[config.mk]
export PLATFORM = sky130hd
export DESIGN_NAME = krcl_front
export DESIGN_NICKNAME = d
export VERILOG_FILES = /design/src/rtl/krcl_pkg.sv /design/src/rtl/krcl_front.sv
export SDC_FILE = /design/constraint.sdc
export NUM_CORES = 1
export LEC_CHECK = 0
export ABC_AREA = 1
export BUFFER_PORTS_ARGS = -buffer_cell sky130_fd_sc_hd__buf_2
export CORE_ASPECT_RATIO = 0.9
export CORE_MARGIN = 4
export CORE_UTILIZATION = 40
export DETAILED_ROUTE_END_ITERATION = 6
export PLACE_DENSITY = 0.76
export SYNTH_ARGS = -nofsm -noshare
export SYNTH_HDL_FRONTEND = slang
export SYNTH_SLANG_ARGS = --single-unit
[constraint.sdc]
create_clock -name clk -period 2.9 [get_ports clk]
set_clock_uncertainty 0.1 [all_clocks]
set_input_delay 0.145 -clock clk [delete_from_list [all_inputs] [get_ports clk]]
set_output_delay 0.145 -clock clk [all_outputs]
set_load 0.01 [all_outputs]
[src/rtl/krcl_pkg.sv]
package krcl_pkg;

  localparam int unsigned TableDepthDefault = 256;
  localparam int unsigned KmerWidth = 64;
  localparam int unsigned CountWidth = 16;
  localparam int unsigned MaxKmer = 32;
  localparam int unsigned QueueDepth = 2;

  typedef enum logic [1:0] {
    MODE_CLEAR   = 2'd0,
    MODE_LOAD    = 2'd1,
    MODE_RESTART = 2'd2,
    MODE_PUSH    = 2'd3
  } mode_t;

  typedef enum logic [1:0] {
    LOAD_OK   = 2'd0,
    LOAD_DUP  = 2'd1,
    LOAD_FULL = 2'd2
  } load_status_t;

  typedef enum logic [1:0] {
    ST_IDLE   = 2'd0,
    ST_SEARCH = 2'd1,
    ST_DONE   = 2'd2
  } back_state_t;

  typedef struct packed {
    logic [1:0]  mode;
    logic [7:0]  base_char;
    logic [63:0] entry_key;
    logic [15:0] entry_count;
  } in_req_t;

  typedef struct packed {
    logic [63:0] forward_kmer_out;
    logic [63:0] reverse_kmer_out;
    logic [15:0] coverage;
    logic        kmer_ready;
    logic [1:0]  load_status;
  } out_req_t;

  // Classified request handed from the front part to the back part.
  typedef struct packed {
    mode_t       mode;
    logic [63:0] fwd;
    logic [63:0] rev;
    logic        kmer_ready;
    logic [63:0] entry_key;
    logic [15:0] entry_count;
  } job_t;

  // Two-bit base code; a, n and anything unknown give 0.
  function automatic logic [1:0] base_code(input logic [7:0] ch);
    logic [1:0] code;
    code = 2'd0;
    case (ch)
      8'h63, 8'h43: code = 2'd1;
      8'h67, 8'h47: code = 2'd2;
      8'h74, 8'h54: code = 2'd3;
      default:      code = 2'd0;
    endcase
    return code;
  endfunction

endpackage

[src/rtl/krcl_front.sv]
module krcl_front (
  input  logic              clk,
  input  logic              rst_n,
  input  logic              in_valid,
  output logic              in_ready,
  input  krcl_pkg::in_req_t in_data,
  input  logic [5:0]        kmer_length,
  output logic              job_valid,
  input  logic              job_ready,
  output krcl_pkg::job_t    job
);

  logic [63:0] fwd_r, fwd_nxt;
  logic [63:0] rev_r, rev_nxt;
  logic [5:0]  seen_r, seen_nxt;
  logic [5:0]  k_eff;
  logic [5:0]  pos;
  logic [63:0] mask;
  logic [1:0]  code;
  logic        accept;

  assign in_ready  = job_ready;
  assign job_valid = in_valid;
  assign accept    = in_valid && job_ready;

  // Effective length clamps 0 to 1 and anything above 32 to 32.
  always_comb begin
    if (kmer_length == 6'd0) k_eff = 6'd1;
    else if (kmer_length > 6'(krcl_pkg::MaxKmer)) k_eff = 6'(krcl_pkg::MaxKmer);
    else k_eff = kmer_length;
  end

  assign pos  = 6'({k_eff[4:0], 1'b0} - 6'd2);
  assign mask = (64'd1 << pos) - 64'd1;
  assign code = krcl_pkg::base_code(in_data.base_char);

  // Roll the k-mers for the arriving request.
  always_comb begin
    fwd_nxt  = fwd_r;
    rev_nxt  = rev_r;
    seen_nxt = seen_r;
    case (krcl_pkg::mode_t'(in_data.mode))
      krcl_pkg::MODE_RESTART: begin
        fwd_nxt  = '0;
        rev_nxt  = '0;
        seen_nxt = '0;
      end
      krcl_pkg::MODE_PUSH: begin
        fwd_nxt = ((fwd_r & mask) << 2) | {62'd0, code};
        rev_nxt = (rev_r >> 2) | ({62'd0, code ^ 2'd3} << pos);
        if (seen_r < 6'(krcl_pkg::MaxKmer)) seen_nxt = seen_r + 6'd1;
      end
      default: begin
      end
    endcase
  end

  always_comb begin
    job.mode        = krcl_pkg::mode_t'(in_data.mode);
    job.fwd         = fwd_nxt;
    job.rev         = rev_nxt;
    job.kmer_ready  = (seen_nxt >= k_eff);
    job.entry_key   = in_data.entry_key;
    job.entry_count = in_data.entry_count;
  end

  always_ff @(posedge clk) begin
    if (!rst_n) begin
      fwd_r  <= '0;
      rev_r  <= '0;
      seen_r <= '0;
    end else if (accept) begin
      fwd_r  <= fwd_nxt;
      rev_r  <= rev_nxt;
      seen_r <= seen_nxt;
    end
  end

endmodule

==> results.py <==
metrics = {
    "finish": {
        "area_delta_synth_final_pct": 21.3,
        "final_common_cell": "inv_1",
        "nets": 1807,
        "instances_no_fill": 2015,
        "mostFrequentLayoutCells": "281 x inv_1, 278 x nand2_1, 181 x o21ai_0",
        "drive_above_1_share": 0.256,
        "diodes": 0,
        "fillers": 2361,
    },
    "cts": {
        "cts_buffers": 17,
        "clk_pin_slew_worst_paths_ns": 0.06,
        "htreeDepth": 4,
        "cts_root_buffer": "clkbuf_16",
        "cts_num_sinks": 134,
        "clock_latency_ns": 0.43,
        "cts_tree": "yes",
        "cts_max_path_buffers": 2,
    },
    "global_routing": {
        "overflow": 0,
        "grt_start_max_net_pins": 99,
        "grt_first_pass_wirelength_mm": 48.3,
        "grt_pass1_vias": 9551,
        "globalRouteTotalUtil": 0.215,
        "antenna_found_initial": 0,
    },
    "setup_path": {
        "cp-end-kind": "primary output",
        "cp.required_ns": 2.65,
        "r2r_slack_ns": 1.43,
        "arrival_ns": 2.62,
        "startpoint_type": "input port",
        "critPathMaxFanout": 6,
        "critPathKind": "in2out",
    },
    "placed_design": {
        "dp_slack_ns": -0.102,
        "gp_congestion": 0.917,
        "place_inst": 1970,
        "port_buffers": 151,
        "dpl.hpwl_mm": 21.6,
    },
    "hold_path": {
        "hp-class": "in2reg",
    },
    "timing": {
        "holdWs_ns": 0.0676,
        "relSlewSlack": 0.292,
        "hold_viol_final": 0,
        "fin_ws_ns": 0.0351,
        "setup_viol": 0,
        "rsz0062_at_grt": "true",
        "fin_crit_sh": 0.988,
        "worst_pin_slew_ns": 1.06,
        "fmaxAchievable_ghz": 0.349,
        "setup_tns_ns": 0,
        "fin_crit_ns": 2.86,
        "slew_viol_final": 0,
    },
    "yosys": {
        "ys_ff_latch": 134,
        "yosysSeqAreaShare": 0.274,
        "syn_area_mm2": 0.00980,
        "synth_cells": 1591,
        "synth_nets": 1704,
        "yosysUniqueCellTypes": 44,
        "yosys_warnings": 0,
        "avgSynthCellArea_um2": 6.16,
    },
    "drt": {
        "via_count": 10584,
        "via_per_inst": 5.25,
        "wirelength_mm": 30.6,
        "drtIter0Drc": 1069,
        "firstDrtPassIters": 5,
        "ant_nets": 0,
        "wl_per_cell_um": 15.2,
        "drc": 0,
    },
    "pwr": {
        "p_per_area_mw_per_mm2": 508,
        "p_leak_nw": 6.24,
        "total_power_mw": 6.04,
        "peakVddDrop_mv": 0.356,
    },
    "outcome": {
        "status": "finished clean",
    },
    "floorplanning": {
        "dieArea_mm2": 0.0271,
        "start_util": 0.405,
        "die_x_um": 173,
        "rows": 54,
        "ioPinCount": 313,
        "core_area_mm2": 0.0242,
        "die_height_um": 157,
    },
    "run": {
        "max-cap-violations": 0,
    },
}
[what timing repair did]
item                                    CTS  global route
buffers inserted                          3             9
hold buffers                              1             0
hold endpoints to repair                  2             0
gates resized for setup                  13           113
endpoints found under the setup margin   22            95
pin swaps                                11            27
[critical path: stages]
cell	delay, ns
buf_2	0.13
nor2_2	0.11
nand3_1	0.09
nand2_2	0.11
inv_4	0.05
ha_4	0.17
buf_4	0.13
nand2_2	0.09
nand2_4	0.09
nor2_2	0.21
inv_1	0.12
a21oi_1	0.25
nor2_2	0.10
nand2_2	0.11
nor2_4	0.05
buf_12	0.13
nand3_1	0.08
nand4_1	0.12
nand2_1	0.17
buf_2	0.16
[metrics by stage]
stage | util | area, um^2
2_1_floorplan | - | 9800
3_3_place_gp | 0.442 | 10700
3_5_place_dp | 0.442 | 10700
4_1_cts | 0.470 | 11400
5_1_grt | 0.492 | 11900
6_report | 0.492 | 11900
[cell usage after synthesis, drive strengths merged]
master / number / area, um^2
a21boi: 1 / 7.51
xnor2: 1 / 8.76
o22ai: 8 / 68.8
a211oi: 1 / 7.51
nand3: 94 / 510
buf: 107 / 763
nor3b: 2 / 15.0
nor2: 128 / 572
o221ai: 30 / 263
nand2: 317 / 1250
o211ai: 1 / 7.51
nor3: 5 / 25.0
o311ai: 1 / 8.76
o21a: 3 / 22.5
a21oi: 134 / 678
nor4: 3 / 18.8
ha: 13 / 163
clkbuf: 63 / 236
nand3b: 12 / 90.1
xor2: 5 / 51.3
o32ai: 9 / 78.8
dfxtp: 134 / 2680
o21ai: 211 / 1080
o21bai: 2 / 15.0
inv: 294 / 1110
o2111ai: 1 / 8.76
nand4: 8 / 50.1
clkinv: 3 / 11.3
[power breakdown]
group          switching (mW)  internal [mW]
Clock                   0.863           1.39
Sequential             0.0537           1.96
Combinational            1.12          0.654
[final timing paths]
path	end	depth (start not counted)	start
max	job[173]	20	kmer_length[5]
min	seen_r[2]	4	in_data[89]
max reg2reg	seen_r[4]	9	seen_r[0]
min reg2reg	seen_r[4]	2	seen_r[4]
[logic make-up (layout without fill, tap and decap cells)]
| group | Yosys count | count (layout) | synth area share |
|---|---|---|---|
| simple gates | 569 | 569 | 0.258 |
| buf+inv | 467 | 583 | 0.216 |
| compound gates | 402 | 402 | 0.229 |
| flops | 134 | 134 | 0.274 |
| fa+ha+maj | 13 | 13 | 0.0166 |
| xor+xnor | 6 | 6 | 0.00613 |
[layout make-up]
class,instances,area [um^2],area share
timing repair buffer,254,1670,0.140
tap,308,385,0.0324
multi-input combinational,990,5420,0.456
sequential,134,2690,0.226
clock inverter,13,154,0.0129
clock buffer,19,453,0.0381
inverter,297,1120,0.0943
[state kept, by name, summed over array words and instances, names as in the netlist]
register  cells
seen_r        6
rev_r        64
fwd_r        64
[layer usage]
metal	routed length (um)	vias up	part of all wire	global-route usage
met5	0	-	0	0
met4	970	0	0.032	0.0828
met3	2690	85	0.088	0.0502
met2	13600	459	0.45	0.337
met1	13300	4807	0.44	0.288
li1	-	5233	-	-
(Power assumes the default switching activity.)
