## config.mk

```make
export PLATFORM = sky130hd
export DESIGN_NAME = krcl_queue
export DESIGN_NICKNAME = d
export VERILOG_FILES = /design/src/rtl/krcl_pkg.sv /design/src/rtl/krcl_queue.sv
export SDC_FILE = /design/constraint.sdc
export NUM_CORES = 1
export LEC_CHECK = 0
export BUFFER_PORTS_ARGS = -buffer_cell sky130_fd_sc_hd__buf_2
export CELL_PAD_IN_SITES_DETAIL_PLACEMENT = 0
export CELL_PAD_IN_SITES_GLOBAL_PLACEMENT = 1
export CORE_MARGIN = 2
export CORE_UTILIZATION = 40
export DETAILED_ROUTE_END_ITERATION = 10
export GPL_ROUTABILITY_DRIVEN = 0
export PLACE_DENSITY_LB_ADDON = 0.1
export SKIP_LAST_GASP = 1
export SYNTH_ARGS = -nofsm -noshare
export SYNTH_HDL_FRONTEND = slang
export SYNTH_SLANG_ARGS = --single-unit
```

## constraint.sdc

```tcl
create_clock -name clk -period 11 [get_ports clk]
set_clock_uncertainty 0.05 [all_clocks]
set_input_delay 1.65 -clock clk [delete_from_list [all_inputs] [get_ports clk]]
set_output_delay 1.65 -clock clk [all_outputs]
set_load 0.03 [all_outputs]
```

## src/rtl/krcl_pkg.sv

```systemverilog
package krcl_pkg;

  localparam int unsigned TableDepthDefault = 256;
  localparam int unsigned KmerWidth = 64;
  localparam int unsigned CountWidth = 16;
  localparam int unsigned MaxKmer = 32;
  localparam int unsigned QueueDepth = 2;

  typedef enum logic [1:0] {
    MODE_CLEAR   = 2'd0,
    MODE_LOAD    = 2'd1,
    MODE_RESTART = 2'd2,
    MODE_PUSH    = 2'd3
  } mode_t;

  typedef enum logic [1:0] {
    LOAD_OK   = 2'd0,
    LOAD_DUP  = 2'd1,
    LOAD_FULL = 2'd2
  } load_status_t;

  typedef enum logic [1:0] {
    ST_IDLE   = 2'd0,
    ST_SEARCH = 2'd1,
    ST_DONE   = 2'd2
  } back_state_t;

  typedef struct packed {
    logic [1:0]  mode;
    logic [7:0]  base_char;
    logic [63:0] entry_key;
    logic [15:0] entry_count;
  } in_req_t;

  typedef struct packed {
    logic [63:0] forward_kmer_out;
    logic [63:0] reverse_kmer_out;
    logic [15:0] coverage;
    logic        kmer_ready;
    logic [1:0]  load_status;
  } out_req_t;

  // Classified request handed from the front part to the back part.
  typedef struct packed {
    mode_t       mode;
    logic [63:0] fwd;
    logic [63:0] rev;
    logic        kmer_ready;
    logic [63:0] entry_key;
    logic [15:0] entry_count;
  } job_t;

  // Two-bit base code; a, n and anything unknown give 0.
  function automatic logic [1:0] base_code(input logic [7:0] ch);
    logic [1:0] code;
    code = 2'd0;
    case (ch)
      8'h63, 8'h43: code = 2'd1;
      8'h67, 8'h47: code = 2'd2;
      8'h74, 8'h54: code = 2'd3;
      default:      code = 2'd0;
    endcase
    return code;
  endfunction

endpackage

```

## src/rtl/krcl_queue.sv

```systemverilog
module krcl_queue (
  input  logic           clk,
  input  logic           rst_n,
  input  logic           wr_valid,
  output logic           wr_ready,
  input  krcl_pkg::job_t wr_data,
  output logic           rd_valid,
  input  logic           rd_ready,
  output krcl_pkg::job_t rd_data
);

  krcl_pkg::job_t slot_r [krcl_pkg::QueueDepth];
  logic           wptr_r, rptr_r;
  logic [1:0]     cnt_r;
  logic           push, pop;

  assign wr_ready = (cnt_r != 2'(krcl_pkg::QueueDepth));
  assign rd_valid = (cnt_r != 2'd0);
  assign rd_data  = slot_r[rptr_r];
  assign push     = wr_valid && wr_ready;
  assign pop      = rd_valid && rd_ready;

  // Two-entry queue between front and back.
  always_ff @(posedge clk) begin
    if (push) slot_r[wptr_r] <= wr_data;
  end

  always_ff @(posedge clk) begin
    if (!rst_n) begin
      wptr_r <= 1'b0;
      rptr_r <= 1'b0;
      cnt_r  <= '0;
    end else begin
      if (push) wptr_r <= ~wptr_r;
      if (pop) rptr_r <= ~rptr_r;
      cnt_r <= 2'(cnt_r + {1'b0, push} - {1'b0, pop});
    end
  end

  property p_no_overflow;
    @(posedge clk) disable iff (!rst_n) cnt_r <= 2'(krcl_pkg::QueueDepth);
  endproperty
  assert property (p_no_overflow) else $error("queue count overflow");

  property p_pop_decrements;
    @(posedge clk) disable iff (!rst_n) (pop && !push) |=> (cnt_r == $past(cnt_r) - 2'd1);
  endproperty
  assert property (p_pop_decrements) else $error("queue pop miscounted");

  property p_push_increments;
    @(posedge clk) disable iff (!rst_n) (push && !pop) |=> (cnt_r == $past(cnt_r) + 2'd1);
  endproperty
  assert property (p_push_increments) else $error("queue push miscounted");

endmodule

```

==> run_results.csv, run 1 <==
group,metric,value,unit
timing,maxSlewHeadroom,0.248,
setup_path,setup.worst_path.start_class,"flop",
setup_path,r2r_start,"cnt_r[0]$_SDFF_PN0_",
logic_synthesis,synth_top_area_frac,0.816,
floorplan,io-pin-count,428,
timing,tightest_slew,1.13,ns
logic_synthesis,synth_nets,897,
timing,timing.setup.tns,0,ns
timing,min_period,4.91,ns
clocking,post-cts-setup-buffers,0,
clocking,clk-insertion-delay-late,0.55,ns
power,powerDensity,250,nW/um^2
power,leakagePower,7.21,nW
route,vias,7911,
global_routing,grt_usage,0.162,
job,drv_cap,0,
placement,port_buffers,427,
layout,most-common-layout-cells,"buf_2 (427), edfxtp_1 (422), mux2_2 (211)",
clocking,htree_levels,2,
logic_synthesis,ys_seq_area_frac,0.822,
setup_path,r2r_cells,5,
route,antenna_left,0,
timing,fin_crit_sh,0.446,
setup_path,end_kind,"output port",
logic_synthesis,synth_seq_cells,427,
global_routing,grt_pass1_wl,49300,um
timing,hold_viol_final,0,
logic_synthesis,synth_cells,680,
setup_path,r2r-end,"slot_r[0][202]$_DFFE_PP_",
clocking,cts.sinks,427,
timing,clock.fmax,0.204,GHz
clocking,cts_buffer_depth,3,
route,wirelength,33500,um
floorplan,die-area,40400,um^2
power,ir_worst_vdd,0.000133,V
route,drt-wirelength-per-cell,19.8,um
setup_path,critPathArrivalTime,3.21,ns
clocking,cts_resized,0,
logic_synthesis,synth_top_area_cell,"edfxtp_1",
route,viasPerCell,4.67,
layout,fin_util,0.508,
setup_path,cp_data_required_time,9.30,ns
min_path,hold_end,"wptr_r$_SDFFE_PN0N_",
layout,area_growth,25.9,%
logic_synthesis,yosys_warnings,0,
placement,dpl.hpwl,22100,um
clocking,cts_hold_buf,0,
timing,drv_slew,0,
floorplan,core_region_area,38500,um^2
layout,fin_nets,1357,
layout,drive_above_1_share,0.603,
global_routing,grt_max_degree,81,
route,drtPass1Iterations,4,
outcome,status,"completed",
clocking,cts_buffers,46,
logic_synthesis,yosysUniqueCellTypes,17,
min_path,whs_path_depth,2,
timing,rsz0062_at_grt,"no",
logic_synthesis,synth_area,15500,um^2
min_path,hp-start,"wptr_r$_SDFFE_PN0N_",
global_routing,antenna_found_initial,11,
floorplan,initial_core_util,0.404,
setup_path,regToRegSetupSlack,7.58,ns
logic_synthesis,syn_avg_cell_area,22.8,um^2
floorplan,die-width,201,um
clocking,clk_pin_slew_worst_paths,0.06,ns
timing,setup_viol_count_final,0,
route,drcViolationCount,0,
route,drt-initial-drc-count,305,
min_path,hold_path.class,"reg -> reg",
setup_path,crit_fanout,80,
setup_path,critPathKind,"reg -> out",
clocking,clockRootBuffer,"clkbuf_16",
logic_synthesis,synth.area.top_cells,"edfxtp_1 (82%), mux2_2 (15%), buf_6 (1.5%), dfxtp_1 (0.64%), xnor2_1 (0.17%)",
global_routing,gr-total-overflow,0,
floorplan,num_rows,72,
floorplan,die_y,201,um
layout,mostFrequentLayoutCell,"buf_2",
clocking,cts_tree,"yes",
global_routing,grt_pass1_vias,8180,
==> layer usage <==
| metal | share of wire | vias up | GRT usage |
|---|---|---|---|
| met5 | 0.0013 | - | 0.00476 |
| met4 | 0.027 | 6 | 0.0632 |
| met3 | 0.099 | 62 | 0.0709 |
| met2 | 0.47 | 296 | 0.258 |
| met1 | 0.40 | 3896 | 0.194 |
| li1 | - | 3651 | - |
==> worst max path at each step <==
stage / startpoint / to / cells after the start
finish: flop / rd_data[181] / 3
global route: flop / rd_data[1] / 3
CTS: flop / rd_data[180] / 3
detailed placement: wr_valid / slot_r[0][33]$_DFFE_PP_ / 5
global placement: wr_valid / slot_r[0][34]$_DFFE_PP_ / 5
floorplan: wr_valid / slot_r[0][0]$_DFFE_PP_ / 2
==> power by group <==
group	internal [mW]	leakage, nW	switching [mW]
registers	2.05	3.99	0.0739
clock network	0.852	0.672	0.569
logic	0.448	2.55	0.901
==> final cells by class <==
cell class	instances	area, um^2
multi-input combinational	229	2520
fill	3297	18900
antenna	7	17.5
clock buffer	66	1290
timing repair buffer	435	2200
inverter	1	3.75
tap	518	648
clock inverter	10	93.8
sequential	427	12800
==> per-stage QoR <==
| stage | instances | hold slack [ns] | power [mW] | cell area (um^2) | setup WS [ns] |
|---|---|---|---|---|---|
| after floorplan | 680 | 0.416 | 3.18 | 15500 | 3.24 |
| after global placement | 1610 | 0.469 | 3.53 | 18100 | 6.26 |
| after detailed placement | 1610 | 0.479 | 3.53 | 18100 | 6.27 |
| after CTS | 1686 | 0.495 | 4.98 | 19500 | 5.92 |
| after global routing | 1689 | 0.528 | 5.10 | 19500 | 5.84 |
| final | 1693 | 0.488 | 4.89 | 19500 | 6.09 |
==> cells by family (layout without fill, tap and decap cells) <==
family | after synthesis | in the layout | synth area share
flip-flops | 427 | 427 | 0.822
multiplexers | 212 | 212 | 0.154
buffers and inverters | 24 | 512 | 0.0161
AND/OR/NAND/NOR | 11 | 11 | 0.00395
XOR/XNOR | 3 | 3 | 0.00169
adder cells (fa/ha/maj) | 2 | 2 | 0.00161
AO/OA/AOI/OAI | 1 | 1 | 0.000484
other | 0 | 7 | 0
==> registers in the layout, indices dropped and copies added, names as in the netlist, named ones only <==
register / flops
cnt_r: 2
rptr_r: 1
wptr_r: 1
slot_r: 422
==> worst max-delay path: stages, from the launching register on <==
cell	delay (ns)
dfxtp_4	0.98
buf_4	0.98
mux2_2	0.43
buf_2	0.19
==> cell usage after synthesis (all sizes together) <==
master / instances
mux2: 211
nor2b: 2
nand2b: 2
and3: 1
xnor2: 3
nor2: 1
and2: 2
ha: 2
edfxtp: 422
mux2i: 1
dfxtp: 5
o21a: 1
inv: 1
or2: 1
nand2: 2
buf: 23
No activity file was read; power rests on OpenSTA's default activity.
==> run 2, diff against run 1 <==
==> constraint.sdc (replaced) <==
create_clock -name clk -period 3.98 [get_ports clk]
set_clock_uncertainty 0.05 [all_clocks]
set_input_delay 0.597 -clock clk [delete_from_list [all_inputs] [get_ports clk]]
set_output_delay 0.597 -clock clk [all_outputs]
set_load 0.03 [all_outputs]
==> run_results.csv, run 2 (same netlist as run 1, synthesis figures left out) <==
group,metric,value,unit
global_routing,grt_usage,0.166,
setup_path,critPathKind,"reg -> out",
clocking,post-cts-setup-buffers,0,
global_routing,busiest_layer,"met2",
route,drtPass1Iterations,4,
clocking,cts_resized,0,
layout,top_register,"slot_r",
timing,clock.fmax,0.331,GHz
min_path,hp-start,"wr_data[38]",
setup_path,cp_data_required_time,3.33,ns
timing,maxSlewHeadroom,0.525,
layout,fin_util,0.513,
floorplan,core_region_area,38500,um^2
clocking,cts_hold_buf,0,
clocking,cts.sinks,427,
global_routing,antenna_found_initial,12,
setup_path,critPathArrivalTime,2.37,ns
timing,min_period,3.02,ns
setup_path,end_kind,"output port",
timing,rsz0062_at_grt,"no",
clocking,htree_levels,2,
power,p_sw_frac,0.317,
layout,fin_nets,1359,
floorplan,io-pin-count,428,
route,drt-initial-drc-count,347,
route,antenna_left,0,
placement,port_buffers,427,
clocking,cts_buffers,46,
setup_path,setup.worst_path.start_class,"flop",
power,p_seq_frac,0.425,
route,drcViolationCount,0,
timing,fin_crit_sh,0.758,
placement,dpl.hpwl,22600,um
global_routing,grt_pass1_wl,50000,um
global_routing,met3_usage,0.0732,
setup_path,r2r-end,"slot_r[1][176]$_DFFE_PP_",
floorplan,die_y,201,um
floorplan,die-area,40400,um^2
global_routing,grt_pass1_vias,8170,
layout,fillers,3258,
timing,hold_viol_final,0,
layout,area_growth,27.1,%
clocking,clk_pin_slew_worst_paths,0.06,ns
global_routing,gr-usage-met2,0.258,
setup_path,r2r_start,"cnt_r[0]$_SDFF_PN0_",
min_path,hold_end,"slot_r[0][38]$_DFFE_PP_",
route,drt-wirelength-per-cell,20.0,um
setup_path,crit_fanout,68,
route,vias,7890,
floorplan,die-width,201,um
global_routing,grt_max_degree,110,
clocking,cts_buffer_depth,3,
layout,mostFrequentLayoutCell,"buf_2",
min_path,whs_path_depth,1,
power,pwr-share-clk,0.297,
route,viasPerCell,4.64,
power,power.internal,9.37,mW
min_path,hold_path.class,"in -> reg",
clocking,clk-insertion-delay-late,0.55,ns
global_routing,gr-total-overflow,0,
power,powerDensity,695,nW/um^2
power,ir_worst_vdd,0.000388,V
layout,most-common-layout-cells,"buf_2 (427), edfxtp_1 (422), mux2_2 (211)",
clocking,cts_tree,"yes",
power,leakagePower,7.29,nW
timing,timing.setup.tns,0,ns
global_routing,grtUsageMet1,0.208,
floorplan,num_rows,72,
layout,drive_above_1_share,0.607,
job,drv_cap,0,
power,switching_power,4.36,mW
route,wirelength,34000,um
layout,largest_register_ffs,422,
timing,setup_viol_count_final,0,
layout,largestRegisters,"slot_r: 422 flops, cnt_r: 2 flops",
timing,drv_slew,0,
power,pwr-share-comb,0.279,
setup_path,r2r_cells,3,
setup_path,regToRegSetupSlack,1.85,ns
clocking,clockRootBuffer,"clkbuf_16",
outcome,status,"completed",
timing,tightest_slew,0.712,ns
floorplan,initial_core_util,0.404,
## run 2: power groups by stage
stage	combinational (mW)	sequential, mW	clock (mW)
after floorplan	2.85	5.89	0
after global placement	3.88	5.92	0
after detailed placement	3.88	5.93	0
after CTS	3.90	5.84	4.20
after global routing	4.06	5.89	4.37
final	3.83	5.83	4.07
## run 2: worst max-delay path by stage
stage / cells after the start / end
floorplan: 2 / slot_r[0][0]$_DFFE_PP_
global placement: 3 / rd_data[134]
detailed placement: 3 / rd_data[134]
CTS: 3 / rd_data[134]
global route: 3 / rd_data[125]
finish: 3 / rd_data[125]
## run 2: cell type report
type                    count  area [um^2]  area share
diodes                      5         12.5    0.000634
repair buffers            437         2310       0.117
multi-input cells         229         2540       0.129
clock inverters            23          181     0.00919
flip-flops and latches    427        12800       0.647
inverters                   1         3.75    0.000190
well taps                 518          648      0.0328
clock buffers              60         1270      0.0642
## run 2: metal layers
| metal | part of all wire | routed length [um] |
|---|---|---|
| met3 | 0.098 | 3350 |
| met2 | 0.47 | 16000 |
| met5 | 0.0026 | 88 |
| met4 | 0.023 | 788 |
| met1 | 0.41 | 13800 |
## run 2: through the flow
stage / setup WS [ns] / hold WS (ns) / area [um^2] / instances / power (mW)
after floorplan: -0.250 / 0.437 / 15600 / 680 / 8.74
after global placement: 1.49 / 0.461 / 18300 / 1612 / 9.80
after detailed placement: 1.50 / 0.473 / 18300 / 1612 / 9.82
after CTS: 0.895 / 0.132 / 19700 / 1695 / 13.9
after global routing: 0.827 / 0.138 / 19700 / 1697 / 14.3
final: 0.962 / 0.176 / 19700 / 1700 / 13.7
## run 2: worst max-delay path, cell delays in order, from the launching register on
cell and delay (ns):
dfxtp_4 0.77, buf_12 0.40, mux2_2 0.40, buf_2 0.18
==> run 3, diff against run 2 <==
==> constraint.sdc (replaced) <==
create_clock -name clk -period 2.7 [get_ports clk]
set_clock_uncertainty 0.05 [all_clocks]
set_input_delay 0.405 -clock clk [delete_from_list [all_inputs] [get_ports clk]]
set_output_delay 0.405 -clock clk [all_outputs]
set_load 0.03 [all_outputs]
==> run_results.csv, run 3 (same netlist as run 1, synthesis figures left out) <==
group,metric,value,unit
outcome,status,"completed",
layout,area_growth,41.2,%
setup_path,end_kind,"output port",
floorplan,initial_core_util,0.404,
route,drt-wirelength-per-cell,18.7,um
route,drtPass1Iterations,4,
clocking,cts_buffer_depth,3,
setup_path,cpLargestDelayFamily,"flip-flops",
route,viasPerCell,4.62,
layout,top_register,"slot_r",
clocking,post-cts-setup-buffers,0,
layout,most-common-layout-cells,"buf_2 (427), edfxtp_1 (422), mux2_2 (211), dlygate4sd3_1 (211), clkbuf_16 (47)",
placement,place_inst,1624,
layout,fin_nets,1581,
power,powerDensity,934,nW/um^2
timing,hold_viol_final,0,
route,wirelength,35900,um
setup_path,cp_data_required_time,2.25,ns
clocking,htree_levels,2,
route,drcViolationCount,0,
setup_path,r2r_cells,5,
setup_path,cpMaxStageDelayCell,"dfxtp_4",
clocking,clockRootBuffer,"clkbuf_16",
power,finalPower,20.5,mW
setup_path,cp_num_buf_inv,2,
global_routing,antenna_found_initial,4,
floorplan,num_rows,72,
global_routing,gr-total-overflow,0,
timing,tightest_slew,0.534,ns
layout,fillers,3090,
setup_path,path_depth,3,
min_path,hp-start,"rst_n",
timing,setup_viol_count_final,0,
clocking,clk_pin_slew_worst_paths,0.06,ns
layout,layout.cells.non_filler,1917,
layout,mostFrequentLayoutCell,"buf_2",
global_routing,grt_usage,0.177,
layout,drive_above_1_share,0.521,
power,leakagePower,8.22,nW
timing,fin_crit_sh,0.929,
setup_path,setup.worst_path.start_class,"flop",
clocking,cts_buffers,45,
setup_path,critPathKind,"reg -> out",
setup_path,critPathArrivalTime,2.05,ns
setup_path,r2r_start,"cnt_r[0]$_SDFF_PN0_",
clocking,cts_hold_buf,211,
setup_path,critical-path-max-stage-delay,0.61,ns
setup_path,r2r-end,"slot_r[0][124]$_DFFE_PP_",
global_routing,grt_pass1_vias,9429,
layout,largestRegisters,"slot_r: 422 flops, cnt_r: 2 flops",
job,drv_cap,0,
clocking,cts.sinks,427,
route,antenna_left,0,
floorplan,die_y,201,um
layout,fin_util,0.570,
floorplan,core_region_area,38500,um^2
timing,rsz0062_at_grt,"no",
clocking,cts_resized,0,
clocking,cts_tree,"yes",
timing,clock.fmax,0.399,GHz
min_path,whs_path_depth,2,
placement,dpl.hpwl,23600,um
floorplan,io-pin-count,428,
setup_path,path_cells,"buf_4 > mux2_2 > buf_2",
power,ir_worst_vdd,0.000528,V
timing,maxSlewHeadroom,0.644,
global_routing,grt_max_degree,89,
timing,drv_slew,0,
timing,min_period,2.51,ns
floorplan,die-area,40400,um^2
setup_path,crit_fanout,24,
min_path,hold_path.class,"in -> reg",
route,vias,8865,
route,drt-initial-drc-count,454,
setup_path,cp-endpoint,"rd_data[84]",
global_routing,grt_pass1_wl,54600,um
clocking,clk-insertion-delay-late,0.55,ns
placement,port_buffers,427,
floorplan,die-width,201,um
setup_path,regToRegSetupSlack,0.92,ns
layout,largest_register_ffs,422,
run 3: how the worst min path moves through the flow:
| stage | to | slack (ns) |
|---|---|---|
| finish | cnt_r[0]$_SDFF_PN0_ | 0.08 |
| global route | cnt_r[0]$_SDFF_PN0_ | 0.08 |
| CTS | cnt_r[0]$_SDFF_PN0_ | 0.05 |
| floorplan | wptr_r$_SDFFE_PN0N_ | 0.44 |
| detailed placement | wptr_r$_SDFFE_PN0N_ | 0.47 |
| global placement | wptr_r$_SDFFE_PN0N_ | 0.46 |
run 3: final cells by class:
cell class                 count  area (um^2)  area share
sequential                   427        12800       0.583
timing repair buffer         660         4550       0.208
multi-input combinational    229         2530       0.116
clock buffer                  56         1210      0.0552
tap                          518          648      0.0296
clock inverter                23          188     0.00856
antenna                        3         7.51    0.000342
inverter                       1         3.75    0.000171
run 3: metrics by stage:
step / setup WS, ns / hold WS [ns] / TNS [ns] / area (um^2)
after CTS: 0.104 / 0.0489 / 0 / 21900
after detailed placement: 0.708 / 0.472 / 0 / 18400
after floorplan: -1.49 / 0.437 / -510.71 / 15600
after global routing: 0.0727 / 0.0805 / 0 / 21900
after global placement: 0.724 / 0.457 / 0 / 18400
final: 0.193 / 0.0811 / 0 / 21900
run 3: per-layer routing:
metal | track usage | share of wire | up-vias
li1 | - | - | 4100
met1 | 0.226 | 0.42 | 4408
met2 | 0.291 | 0.49 | 302
met3 | 0.0510 | 0.076 | 53
met4 | 0.0598 | 0.020 | 2
met5 | 0 | 0.00031 | -
run 3: power breakdown:
part           total, mW  switching (mW)  internal, mW
logic               6.08            3.89          2.20
registers           8.55           0.230          8.32
clock network       5.85            2.40          3.45
